<file path="src/rtl/core/wssc_pkg.sv">
// ----------------------------------------------------------------------------
// wssc_pkg: shared types and constants of the weighted sample slot cache
// Slot geometry, weight limits, action and command codes, and the packets
// that travel along the slot chain.
// ----------------------------------------------------------------------------
package wssc_pkg;

  localparam int SLOTS  = 16;
  localparam int SLOT_W = (SLOTS > 1) ? $clog2(SLOTS) : 1;
  localparam int CNT_W  = $clog2(SLOTS + 1);

  localparam int KEY_W  = 16;
  localparam int PRIO_W = 8;
  localparam int WGT_W  = 16;
  localparam int TICK_W = 8;
  localparam int IDX_W  = 4;   // width of the slot_index result field

  localparam logic signed [WGT_W-1:0] WEIGHT_CEIL = 16'sd32000;
  localparam logic signed [WGT_W-1:0] WEIGHT_MAX  = 16'sh7fff;
  localparam logic signed [WGT_W-1:0] WEIGHT_MIN  = 16'sh8000;
  localparam logic [TICK_W-1:0]       DECAY_RESET = 8'd60;
  localparam int                      MISS_GAIN   = 5;

  // APB register map
  localparam int                 PADDR_W      = 3;
  localparam logic [PADDR_W-1:0] ADDR_DECAY   = 3'd0;

  typedef enum logic [1:0] {
    ACT_RESERVE = 2'd0,
    ACT_TICK    = 2'd1,
    ACT_CLEAR   = 2'd2,
    ACT_NOP     = 2'd3
  } action_e;

  typedef enum logic [2:0] {
    OP_NONE  = 3'd0,
    OP_HIT   = 3'd1,
    OP_FILL  = 3'd2,
    OP_DECAY = 3'd3,
    OP_CLEAR = 3'd4
  } op_e;

  // Search packet handed from cell to cell.
  typedef struct packed {
    logic                     hit;
    logic [SLOT_W-1:0]        hit_idx;
    logic                     free;
    logic [SLOT_W-1:0]        free_idx;
    logic                     best;
    logic [SLOT_W-1:0]        best_idx;
    logic signed [WGT_W-1:0]  best_wgt;
  } scan_t;

  // Update broadcast to all cells; acted on for one cycle.
  typedef struct packed {
    op_e               op;
    logic [SLOT_W-1:0] idx;
  } cmd_t;

  typedef struct packed {
    logic [IDX_W-1:0] slot_index;
    logic             hit;
    logic             evicted;
    logic             fault;
  } res_t;

  localparam scan_t SCAN_INIT = '{
    hit: 1'b0, hit_idx: '0, free: 1'b0, free_idx: '0,
    best: 1'b0, best_idx: '0, best_wgt: WEIGHT_CEIL
  };

endpackage

</file>
<file path="src/rtl/core/wssc_if.sv">
// ----------------------------------------------------------------------------
// wssc_if: request and response channels of the slot cache
// Valid/ready channels; an item moves when valid and ready are both high.
// ----------------------------------------------------------------------------
interface wssc_req_if;
  logic                          valid;
  logic                          ready;
  logic [1:0]                    action;
  logic [wssc_pkg::KEY_W-1:0]    sound_key;
  logic [wssc_pkg::PRIO_W-1:0]   priority_req;

  modport source (output valid, action, sound_key, priority_req, input ready);
  modport sink   (input valid, action, sound_key, priority_req, output ready);
endinterface

interface wssc_rsp_if;
  logic                          valid;
  logic                          ready;
  logic [wssc_pkg::IDX_W-1:0]    slot_index;
  logic                          hit;
  logic                          evicted;
  logic                          fault;

  modport source (output valid, slot_index, hit, evicted, fault, input ready);
  modport sink   (input valid, slot_index, hit, evicted, fault, output ready);
endinterface

</file>
<file path="src/rtl/core/wssc_cfg.sv">
// ----------------------------------------------------------------------------
// wssc_cfg: APB register file
// Holds the decay period; writes complete in the access phase.
// ----------------------------------------------------------------------------
module wssc_cfg (
  input  logic                             clk_i,
  input  logic                             rst_ni,
  input  logic                             psel,
  input  logic                             penable,
  input  logic                             pwrite,
  input  logic [wssc_pkg::PADDR_W-1:0]     paddr,
  input  logic [31:0]                      pwdata,
  output logic [31:0]                      prdata,
  output logic                             pready,
  output logic [wssc_pkg::TICK_W-1:0]      decay_period_o
);

  logic [wssc_pkg::TICK_W-1:0] decay_q, decay_d;
  logic                        sel_decay;

  // register index is paddr / 4; byte lanes ignored
  assign sel_decay = (paddr[wssc_pkg::PADDR_W-1:2] == wssc_pkg::ADDR_DECAY[wssc_pkg::PADDR_W-1:2]);

  always_comb begin
    decay_d = decay_q;
    if (psel && penable && pwrite && sel_decay) begin
      decay_d = pwdata[wssc_pkg::TICK_W-1:0];
    end
  end

  always_ff @(posedge clk_i or negedge rst_ni) begin
    if (!rst_ni) begin
      decay_q <= wssc_pkg::DECAY_RESET;
    end else begin
      decay_q <= decay_d;
    end
  end

  assign pready         = 1'b1;
  assign prdata         = sel_decay ? {{(32-wssc_pkg::TICK_W){1'b0}}, decay_q} : 32'd0;
  assign decay_period_o = decay_q;

endmodule

</file>
<file path="src/rtl/core/wssc_cell.sv">
// ----------------------------------------------------------------------------
// wssc_cell: one cache slot
// Holds key, valid and weight; folds itself into the passing search packet
// and applies broadcast updates addressed to it.
// ----------------------------------------------------------------------------
module wssc_cell (
  input  logic                           clk_i,
  input  logic                           rst_ni,
  input  logic [wssc_pkg::SLOT_W-1:0]    cell_idx_i,
  input  logic [wssc_pkg::KEY_W-1:0]     key_i,
  input  logic [wssc_pkg::PRIO_W-1:0]    prio_i,
  input  wssc_pkg::cmd_t                 cmd_i,
  input  wssc_pkg::scan_t                scan_i,
  output wssc_pkg::scan_t                scan_o
);

  localparam int SUM_W = wssc_pkg::WGT_W + 2;

  logic                                 valid_q, valid_d;
  logic signed [wssc_pkg::WGT_W-1:0]    wgt_q, wgt_d;
  logic [wssc_pkg::KEY_W-1:0]           key_q, key_d;
  wssc_pkg::scan_t                      scan_q, scan_d;
  logic signed [SUM_W-1:0]              hit_sum;
  logic [wssc_pkg::WGT_W-1:0]           fill_wgt;
  logic                                 me;

  assign me       = (cmd_i.idx == cell_idx_i);
  assign hit_sum  = SUM_W'(wgt_q) + $signed({2'b00, {(wssc_pkg::WGT_W-wssc_pkg::PRIO_W){1'b0}},
                                              prio_i}) + SUM_W'(1);
  assign fill_wgt = wssc_pkg::WGT_W'(prio_i) * wssc_pkg::WGT_W'(wssc_pkg::MISS_GAIN);

  // search: first hit, first free slot, lowest weight below the ceiling
  always_comb begin
    scan_d = scan_i;
    if (!scan_i.hit && valid_q && (key_q == key_i)) begin
      scan_d.hit     = 1'b1;
      scan_d.hit_idx = cell_idx_i;
    end
    if (!scan_i.free && !valid_q) begin
      scan_d.free     = 1'b1;
      scan_d.free_idx = cell_idx_i;
    end
    if (valid_q && (wgt_q < scan_i.best_wgt)) begin
      scan_d.best     = 1'b1;
      scan_d.best_idx = cell_idx_i;
      scan_d.best_wgt = wgt_q;
    end
  end

  always_comb begin
    valid_d = valid_q;
    wgt_d   = wgt_q;
    key_d   = key_q;
    case (cmd_i.op)
      wssc_pkg::OP_HIT: begin
        if (me) begin
          if (hit_sum > SUM_W'(wssc_pkg::WEIGHT_MAX)) begin
            wgt_d = wssc_pkg::WEIGHT_MAX;
          end else begin
            wgt_d = hit_sum[wssc_pkg::WGT_W-1:0];
          end
        end
      end
      wssc_pkg::OP_FILL: begin
        if (me) begin
          valid_d = 1'b1;
          key_d   = key_i;
          wgt_d   = $signed(fill_wgt);
        end
      end
      wssc_pkg::OP_DECAY: begin
        if (valid_q && (wgt_q != wssc_pkg::WEIGHT_MIN)) begin
          wgt_d = wgt_q - 16'sd1;
        end
      end
      wssc_pkg::OP_CLEAR: begin
        valid_d = 1'b0;
      end
      default: begin
      end
    endcase
  end

  always_ff @(posedge clk_i or negedge rst_ni) begin
    if (!rst_ni) begin
      valid_q <= 1'b0;
      wgt_q   <= '0;
    end else begin
      valid_q <= valid_d;
      wgt_q   <= wgt_d;
    end
  end

  always_ff @(posedge clk_i) begin
    key_q  <= key_d;
    scan_q <= scan_d;
  end

  assign scan_o = scan_q;

endmodule

</file>
<file path="src/rtl/core/weighted_sample_slot_cache_top.sv">
// ----------------------------------------------------------------------------
// weighted_sample_slot_cache_top: LFU slot cache with weight aging
// Sixteen slots in a chain of cells; a search packet walks the chain and
// the chosen update is broadcast back to the slots.
// ----------------------------------------------------------------------------
// Usage:
//   req_i carries one request (action, sound_key, priority_req); rsp_o
//   returns exactly one response per request, in order.
//   Reserve: the request key is held while a search packet walks the chain,
//   one cell per cycle; then the update is applied and the response is
//   loaded into the output register. Tick, clear and no-op requests skip
//   the walk and go straight to the apply stage. A new request is taken
//   only once the previous one has left the apply stage: req_i.ready is
//   high while no request is in progress.
//   The response sits in an output register: a new request is taken while
//   the previous response waits; if the receiver stalls, the next response
//   is held in the apply stage until the output register frees up.
//   decay_period is written over APB (register 0, byte address 0); the user
//   must change it only while the block is idle; the block has no check.
//   Reset: all slots invalid with weight zero, tick count zero, decay
//   period 60. Slot keys have no reset; they are read only behind valid.
// ----------------------------------------------------------------------------
module weighted_sample_slot_cache_top (
  input  logic                          clk_i,
  input  logic                          rst_ni,
  wssc_req_if.sink                      req_i,
  wssc_rsp_if.source                    rsp_o,
  input  logic                          psel,
  input  logic                          penable,
  input  logic                          pwrite,
  input  logic [wssc_pkg::PADDR_W-1:0]  paddr,
  input  logic [31:0]                   pwdata,
  output logic [31:0]                   prdata,
  output logic                          pready
);

  typedef enum logic [2:0] {
    ST_IDLE  = 3'b001,
    ST_SCAN  = 3'b010,
    ST_APPLY = 3'b100
  } state_e;

  state_e                               state_q, state_d;
  logic [wssc_pkg::CNT_W-1:0]           cnt_q, cnt_d;
  logic [wssc_pkg::TICK_W-1:0]          tick_q, tick_d;
  wssc_pkg::cmd_t                       cmd_q, cmd_d;
  logic                                 out_valid_q, out_valid_d;
  wssc_pkg::res_t                       pend_q, pend_d;
  wssc_pkg::res_t                       out_q, out_d;
  logic [wssc_pkg::KEY_W-1:0]           key_q, key_d;
  logic [wssc_pkg::PRIO_W-1:0]          prio_q, prio_d;
  logic [wssc_pkg::TICK_W-1:0]          decay_period;
  logic [wssc_pkg::TICK_W:0]            tick_next;
  wssc_pkg::scan_t                      chain [wssc_pkg::SLOTS+1];
  wssc_pkg::scan_t                      found;
  logic                                 accept;

  wssc_cfg u_cfg (
    .clk_i          (clk_i),
    .rst_ni         (rst_ni),
    .psel           (psel),
    .penable        (penable),
    .pwrite         (pwrite),
    .paddr          (paddr),
    .pwdata         (pwdata),
    .prdata         (prdata),
    .pready         (pready),
    .decay_period_o (decay_period)
  );

  // Chain of slot cells; a fresh packet enters cell 0 every cycle, and each
  // cell registers the packet before handing it to the next one.
  assign chain[0] = wssc_pkg::SCAN_INIT;

  for (genvar g = 0; g < wssc_pkg::SLOTS; g++) begin : g_cell
    wssc_cell u_cell (
      .clk_i      (clk_i),
      .rst_ni     (rst_ni),
      .cell_idx_i (wssc_pkg::SLOT_W'(g)),
      .key_i      (key_q),
      .prio_i     (prio_q),
      .cmd_i      (cmd_q),
      .scan_i     (chain[g]),
      .scan_o     (chain[g+1])
    );
  end

  assign found     = chain[wssc_pkg::SLOTS];
  assign accept    = req_i.valid && req_i.ready;
  assign tick_next = {1'b0, tick_q} + 9'd1;

  always_comb begin
    state_d     = state_q;
    cnt_d       = cnt_q;
    tick_d      = tick_q;
    cmd_d       = cmd_q;
    cmd_d.op    = wssc_pkg::OP_NONE;   // updates last one cycle
    pend_d      = pend_q;
    out_d       = out_q;
    key_d       = key_q;
    prio_d      = prio_q;
    out_valid_d = out_valid_q && !rsp_o.ready;

    unique case (state_q)
      ST_IDLE: begin
        if (accept) begin
          key_d  = req_i.sound_key;
          prio_d = req_i.priority_req;
          pend_d = '0;
          case (wssc_pkg::action_e'(req_i.action))
            wssc_pkg::ACT_RESERVE: begin
              cnt_d   = '0;
              state_d = ST_SCAN;
            end
            wssc_pkg::ACT_TICK: begin
              if (tick_next >= {1'b0, decay_period}) begin
                tick_d   = '0;
                cmd_d.op = wssc_pkg::OP_DECAY;
              end else begin
                tick_d = tick_next[wssc_pkg::TICK_W-1:0];
              end
              state_d = ST_APPLY;
            end
            wssc_pkg::ACT_CLEAR: begin
              cmd_d.op = wssc_pkg::OP_CLEAR;
              state_d  = ST_APPLY;
            end
            default: begin
              state_d = ST_APPLY;
            end
          endcase
        end
      end
      ST_SCAN: begin
        cnt_d = cnt_q + 1'b1;
        if (cnt_q == wssc_pkg::CNT_W'(wssc_pkg::SLOTS)) begin
          state_d = ST_APPLY;
          if (found.hit) begin
            cmd_d.op          = wssc_pkg::OP_HIT;
            cmd_d.idx         = found.hit_idx;
            pend_d.slot_index = wssc_pkg::IDX_W'(found.hit_idx);
            pend_d.hit        = 1'b1;
          end else if (found.free) begin
            cmd_d.op          = wssc_pkg::OP_FILL;
            cmd_d.idx         = found.free_idx;
            pend_d.slot_index = wssc_pkg::IDX_W'(found.free_idx);
          end else if (found.best) begin
            cmd_d.op          = wssc_pkg::OP_FILL;
            cmd_d.idx         = found.best_idx;
            pend_d.slot_index = wssc_pkg::IDX_W'(found.best_idx);
            pend_d.evicted    = 1'b1;
          end else begin
            pend_d.fault = 1'b1;
          end
        end
      end
      ST_APPLY: begin
        // cells take the update on entry; wait here for the output register
        if (!out_valid_q || rsp_o.ready) begin
          out_d       = pend_q;
          out_valid_d = 1'b1;
          state_d     = ST_IDLE;
        end
      end
      default: begin
        state_d = ST_IDLE;
      end
    endcase
  end

  always_ff @(posedge clk_i or negedge rst_ni) begin
    if (!rst_ni) begin
      state_q     <= ST_IDLE;
      cnt_q       <= '0;
      tick_q      <= '0;
      cmd_q       <= '{op: wssc_pkg::OP_NONE, idx: '0};
      out_valid_q <= 1'b0;
    end else begin
      state_q     <= state_d;
      cnt_q       <= cnt_d;
      tick_q      <= tick_d;
      cmd_q       <= cmd_d;
      out_valid_q <= out_valid_d;
    end
  end

  always_ff @(posedge clk_i) begin
    pend_q <= pend_d;
    out_q  <= out_d;
    key_q  <= key_d;
    prio_q <= prio_d;
  end

  assign req_i.ready      = (state_q == ST_IDLE);
  assign rsp_o.valid      = out_valid_q;
  assign rsp_o.slot_index = out_q.slot_index;
  assign rsp_o.hit        = out_q.hit;
  assign rsp_o.evicted    = out_q.evicted;
  assign rsp_o.fault      = out_q.fault;

endmodule

</file>
<file path="src/flat_wrapper.sv">
// flat-port wrapper written by rule: the top's interface ports become plain ports
module weighted_sample_slot_cache_top_flat 
  (clk_i, rst_ni, psel, penable, pwrite, paddr, pwdata, prdata, pready, req_i_valid, req_i_action, req_i_sound_key, req_i_priority_req, req_i_ready, rsp_o_valid, rsp_o_slot_index, rsp_o_hit, rsp_o_evicted, rsp_o_fault, rsp_o_ready);
  wssc_req_if req_i_i ();
  wssc_rsp_if rsp_o_i ();
  input  logic clk_i;
  input  logic rst_ni;
  input  logic psel;
  input  logic penable;
  input  logic pwrite;
  input  logic [wssc_pkg::PADDR_W-1:0] paddr;
  input  logic [31:0] pwdata;
  output logic [31:0] prdata;
  output logic pready;
  input wire logic [$bits(req_i_i.valid)-1:0] req_i_valid;
  input wire logic [$bits(req_i_i.action)-1:0] req_i_action;
  input wire logic [$bits(req_i_i.sound_key)-1:0] req_i_sound_key;
  input wire logic [$bits(req_i_i.priority_req)-1:0] req_i_priority_req;
  output wire logic [$bits(req_i_i.ready)-1:0] req_i_ready;
  output wire logic [$bits(rsp_o_i.valid)-1:0] rsp_o_valid;
  output wire logic [$bits(rsp_o_i.slot_index)-1:0] rsp_o_slot_index;
  output wire logic [$bits(rsp_o_i.hit)-1:0] rsp_o_hit;
  output wire logic [$bits(rsp_o_i.evicted)-1:0] rsp_o_evicted;
  output wire logic [$bits(rsp_o_i.fault)-1:0] rsp_o_fault;
  input wire logic [$bits(rsp_o_i.ready)-1:0] rsp_o_ready;
  assign req_i_i.valid = req_i_valid;
  assign req_i_i.action = req_i_action;
  assign req_i_i.sound_key = req_i_sound_key;
  assign req_i_i.priority_req = req_i_priority_req;
  assign req_i_ready = req_i_i.ready;
  assign rsp_o_valid = rsp_o_i.valid;
  assign rsp_o_slot_index = rsp_o_i.slot_index;
  assign rsp_o_hit = rsp_o_i.hit;
  assign rsp_o_evicted = rsp_o_i.evicted;
  assign rsp_o_fault = rsp_o_i.fault;
  assign rsp_o_i.ready = rsp_o_ready;
  weighted_sample_slot_cache_top u_core (.clk_i(clk_i), .rst_ni(rst_ni), .req_i(req_i_i), .rsp_o(rsp_o_i), .psel(psel), .penable(penable), .pwrite(pwrite), .paddr(paddr), .pwdata(pwdata), .prdata(prdata), .pready(pready));
endmodule
</file>
<file path="config.mk">
export PLATFORM = sky130hd
export DESIGN_NAME = weighted_sample_slot_cache_top_flat
export DESIGN_NICKNAME = d
export VERILOG_FILES = /design/src/rtl/core/wssc_pkg.sv /design/src/rtl/core/wssc_if.sv /design/src/rtl/core/wssc_cfg.sv /design/src/rtl/core/wssc_cell.sv /design/src/rtl/core/weighted_sample_slot_cache_top.sv /design/src/flat_wrapper.sv
export SDC_FILE = /design/constraint.sdc
export NUM_CORES = 2
export LEC_CHECK = 0
export BUFFER_PORTS_ARGS = -buffer_cell sky130_fd_sc_hd__buf_2
export CAP_MARGIN = 20
export CELL_PAD_IN_SITES_DETAIL_PLACEMENT = 2
export CELL_PAD_IN_SITES_GLOBAL_PLACEMENT = 2
export CORE_MARGIN = 5
export CORE_UTILIZATION = 25
export DETAILED_ROUTE_END_ITERATION = 16
export PLACE_DENSITY = 0.53
export SLEW_MARGIN = 10
export SYNTH_ARGS = -nofsm -noshare
export SYNTH_HDL_FRONTEND = slang
export SYNTH_SLANG_ARGS = --single-unit
export TNS_END_PERCENT = 30
</file>
<file path="constraint.sdc">
create_clock -name clk_i -period 5.9 [get_ports clk_i]
set_input_delay 1.18 -clock clk_i [delete_from_list [all_inputs] [get_ports clk_i]]
set_output_delay 1.18 -clock clk_i [all_outputs]
set_load 0.005 [all_outputs]
</file>
==> flow_metrics.tcl <==
set metrics [dict create \
    worstPathCellList "buf_4 > xor2_2 > a32oi_1 > nor2_1 > o41a_1 > o21ai_0 > a22oi_1 > o31ai_1" \
    root_buffer "clkbuf_16" \
    ys_async_sr_fraction 0.294 \
    layout_common_cells "o21ai_0 (465), dfxtp_1 (435), ha_1 (392)" \
    cts_buffer_depth 3 \
    grt_usage 0.187 \
    grt_pass1_wl_um 347000 \
    netlist_area_um2 58800 \
    critPathKind "reg -> reg" \
    cts_buffers 136 \
    synthToLayoutAreaGrowth_pct 15.3 \
    h-tree-depth 4 \
    clkSinkCount 1033 \
    ios 110 \
    cts_resized 0 \
    slew_headroom 0.240 \
    cts_post_setup_buffers_inserted 0 \
    portBuffers 58 \
    yosys_warnings 0 \
    core_area_um2 235000 \
    hold_viol_final 0 \
    crit_slowest_cell "o41a_1" \
    synth_seq_cells 1033 \
    rsz0062_at_grt "no" \
    drive_gt1_frac 0.124 \
    synthDistinctLibCells 103 \
    r2r_setup_slack_ns 1.66 \
    final_common_cell "o21ai_0" \
    drt_pre_antenna_iters 6 \
    gp_congestion 0.796 \
    required_ns 6.53 \
    ant_nets 0 \
    viasPerCell 5.08 \
    synthCells 6105 \
    fin_worst_skew_ns 0.0352 \
    grt_max_degree 95 \
    dpl.hpwl_um 167000 \
    hp-class "reg -> reg" \
    drtIter0Drc 2430 \
    crit_path_max_fanout 21 \
    setup_tns_ns 0 \
    wire_per_inst_um 24.8 \
    crit_path_end_kind "flip-flop" \
    start_util 0.250 \
    fp.dieArea_um2 245000 \
    tightest_slew_ns 1.14 \
    drt-total-wl_um 234000 \
    cp-start-kind "flip-flop" \
    period_share 0.718 \
    cts-hold-fix-buffers 0 \
    fin_nets 6629 \
    ys_seq_area_frac 0.428 \
    synth_flop_cell "dfxtp_1" \
    clk_pin_slew_ns 0.06 \
    drc_errors 0 \
    critPathTopFamily "compound AO/OA/AOI/OAI gates" \
    grt_overflow 0 \
    arrival_ns 4.87 \
    clock_latency_ns 0.79 \
    synth_edf_count 294 \
    die_w_um 495 \
    vias 47900 \
    timing.final.max_slew_violations 0 \
    cellPowerDensity_nw_per_um2 325 \
    avgSynthCellArea_um2 9.63 \
    peakVddDrop_mv 0.267 \
    antenna_found_initial 22 \
    cts_tree "built" \
    max_clock_freq_mhz 236 \
    layout_min_cycle_time_ns 4.24 \
    setup_viol_count_final 0 \
    run_status "completed" \
    p_leak_nw 28.4 \
    final_util 0.289 \
    maxCapViolCount 0 \
    die_h_um 495 \
    max_stage_delay_ns 0.87 \
    first_global_vias 51600 \
    row_count 178 \
    cp_num_buf_inv 1 \
]
## sequential cells by signal (all words and copies together), names as in the netlist
register,flops
u_core.rsp_o.fault,1
u_core.g_cell.u_cell.wgt_q,256
u_core.rsp_o.valid,1
u_core.prio_q,8
u_core.pend_q,7
u_core.state_q,3
u_core.g_cell.u_cell.scan_o,435
u_core.key_q,16
u_core.tick_q,8
u_core.rsp_o.slot_index,4
u_core.cnt_q,5
u_core.cmd_q,7
u_core.g_cell.u_cell.key_q,256
u_core.rsp_o.evicted,1
u_core.g_cell.u_cell.valid_q,16
u_core.rsp_o.hit,1
u_core.u_cfg.decay_period_o,8
## routing by layer
layer	part of all wire	global-route usage	vias to the layer above
met5	0.00017	0	-
met4	0.027	0.0531	6
met3	0.032	0.0276	296
met2	0.46	0.306	673
met1	0.48	0.257	24600
li1	-	-	22300
## power by group
group	leakage (nW)	total [mW]	internal (mW)	switching (mW)
Combinational	15.7	4.61	1.79	2.82
Sequential	10.4	8.90	8.28	0.620
Clock	2.29	8.54	5.02	3.52
## cell type report
class / count / area [µm²]
fill: 26100 / 167000
clock buffer: 189 / 3970
antenna: 10 / 25.0
sequential: 1033 / 25200
inverter: 343 / 1290
timing repair buffer: 198 / 1450
tap: 3150 / 3940
multi-input combinational: 4440 / 31300
clock inverter: 64 / 626
## cell usage after synthesis, drive strengths merged, types with 25 or more instances
master  number  area [µm²]
a22oi       28         210
and2        71         444
nand3      117         586
xnor2      179        1570
nor4        82         541
nor2b       94         588
xor2       233        2040
o21a        88         668
and3        42         263
clkbuf     223         837
or3         43         284
o211ai      48         360
edfxtp     294        8830
a31oi       96         601
a21o       105         788
a21oi      314        1570
ha         392        4900
dfxtp      435        8710
nand4       92         576
or4         25         199
a211oi      42         315
o21ai      474        2390
nor3       171         861
dfrtp      299        7480
nand2b     131         820
o31a        27         236
or2         76         475
o31ai       49         373
nor2       377        1420
mux2       187        2110
mux2i       58         581
inv        342        1280
nand2      345        1290
nand3b      29         218
buf         89         488
o22ai       31         194
## cells by family (layout without fill, tap and decap cells)
group	count (synthesis)	after routing	synth area share
simple gates	1762	1762	0.156
xor+xnor	412	412	0.0614
fa+ha+maj	409	409	0.0892
compound gates	1587	1587	0.176
buf+inv	655	794	0.0444
flops	1033	1033	0.428
mux	245	245	0.0457
other cells	2	35	0.000128
## final timing paths
| path | startpoint | cells past startpoint | endpoint |
|---|---|---|---|
| setup reg to reg | u_core.cmd_q[5] | 8 | u_core.g_cell[13].u_cell.wgt_q[10] |
| setup / recovery | u_core.cmd_q[5] | 8 | u_core.g_cell[13].u_cell.wgt_q[10] |
| hold reg to reg | u_core.g_cell[2].u_cell.scan_o[16] | 1 | u_core.g_cell[3].u_cell.scan_o[16] |
| min in group asynchronous | rst_ni | 1 | u_core.g_cell[3].u_cell.wgt_q[8] |
| max in group asynchronous | rst_ni | 2 | u_core.cmd_q[4] |
| hold / removal | u_core.g_cell[2].u_cell.scan_o[16] | 1 | u_core.g_cell[3].u_cell.scan_o[16] |
## through the flow
stage / cell area (µm²) / power (mW) / hold WS, ns / setup WS, ns / std cells
floorplan: 58900 / 11.7 / 0.378 / 2.44 / 6128
global placement: 63100 / 13.6 / 0.385 / 1.66 / 9161
detailed placement: 63200 / 13.7 / 0.396 / 1.60 / 9163
CTS: 67800 / 22.5 / 0.404 / 1.60 / 9416
global route: 67800 / 23.3 / 0.408 / 1.33 / 9419
finish: 67800 / 22.0 / 0.399 / 1.66 / 9427
(Power assumes the default switching activity.)
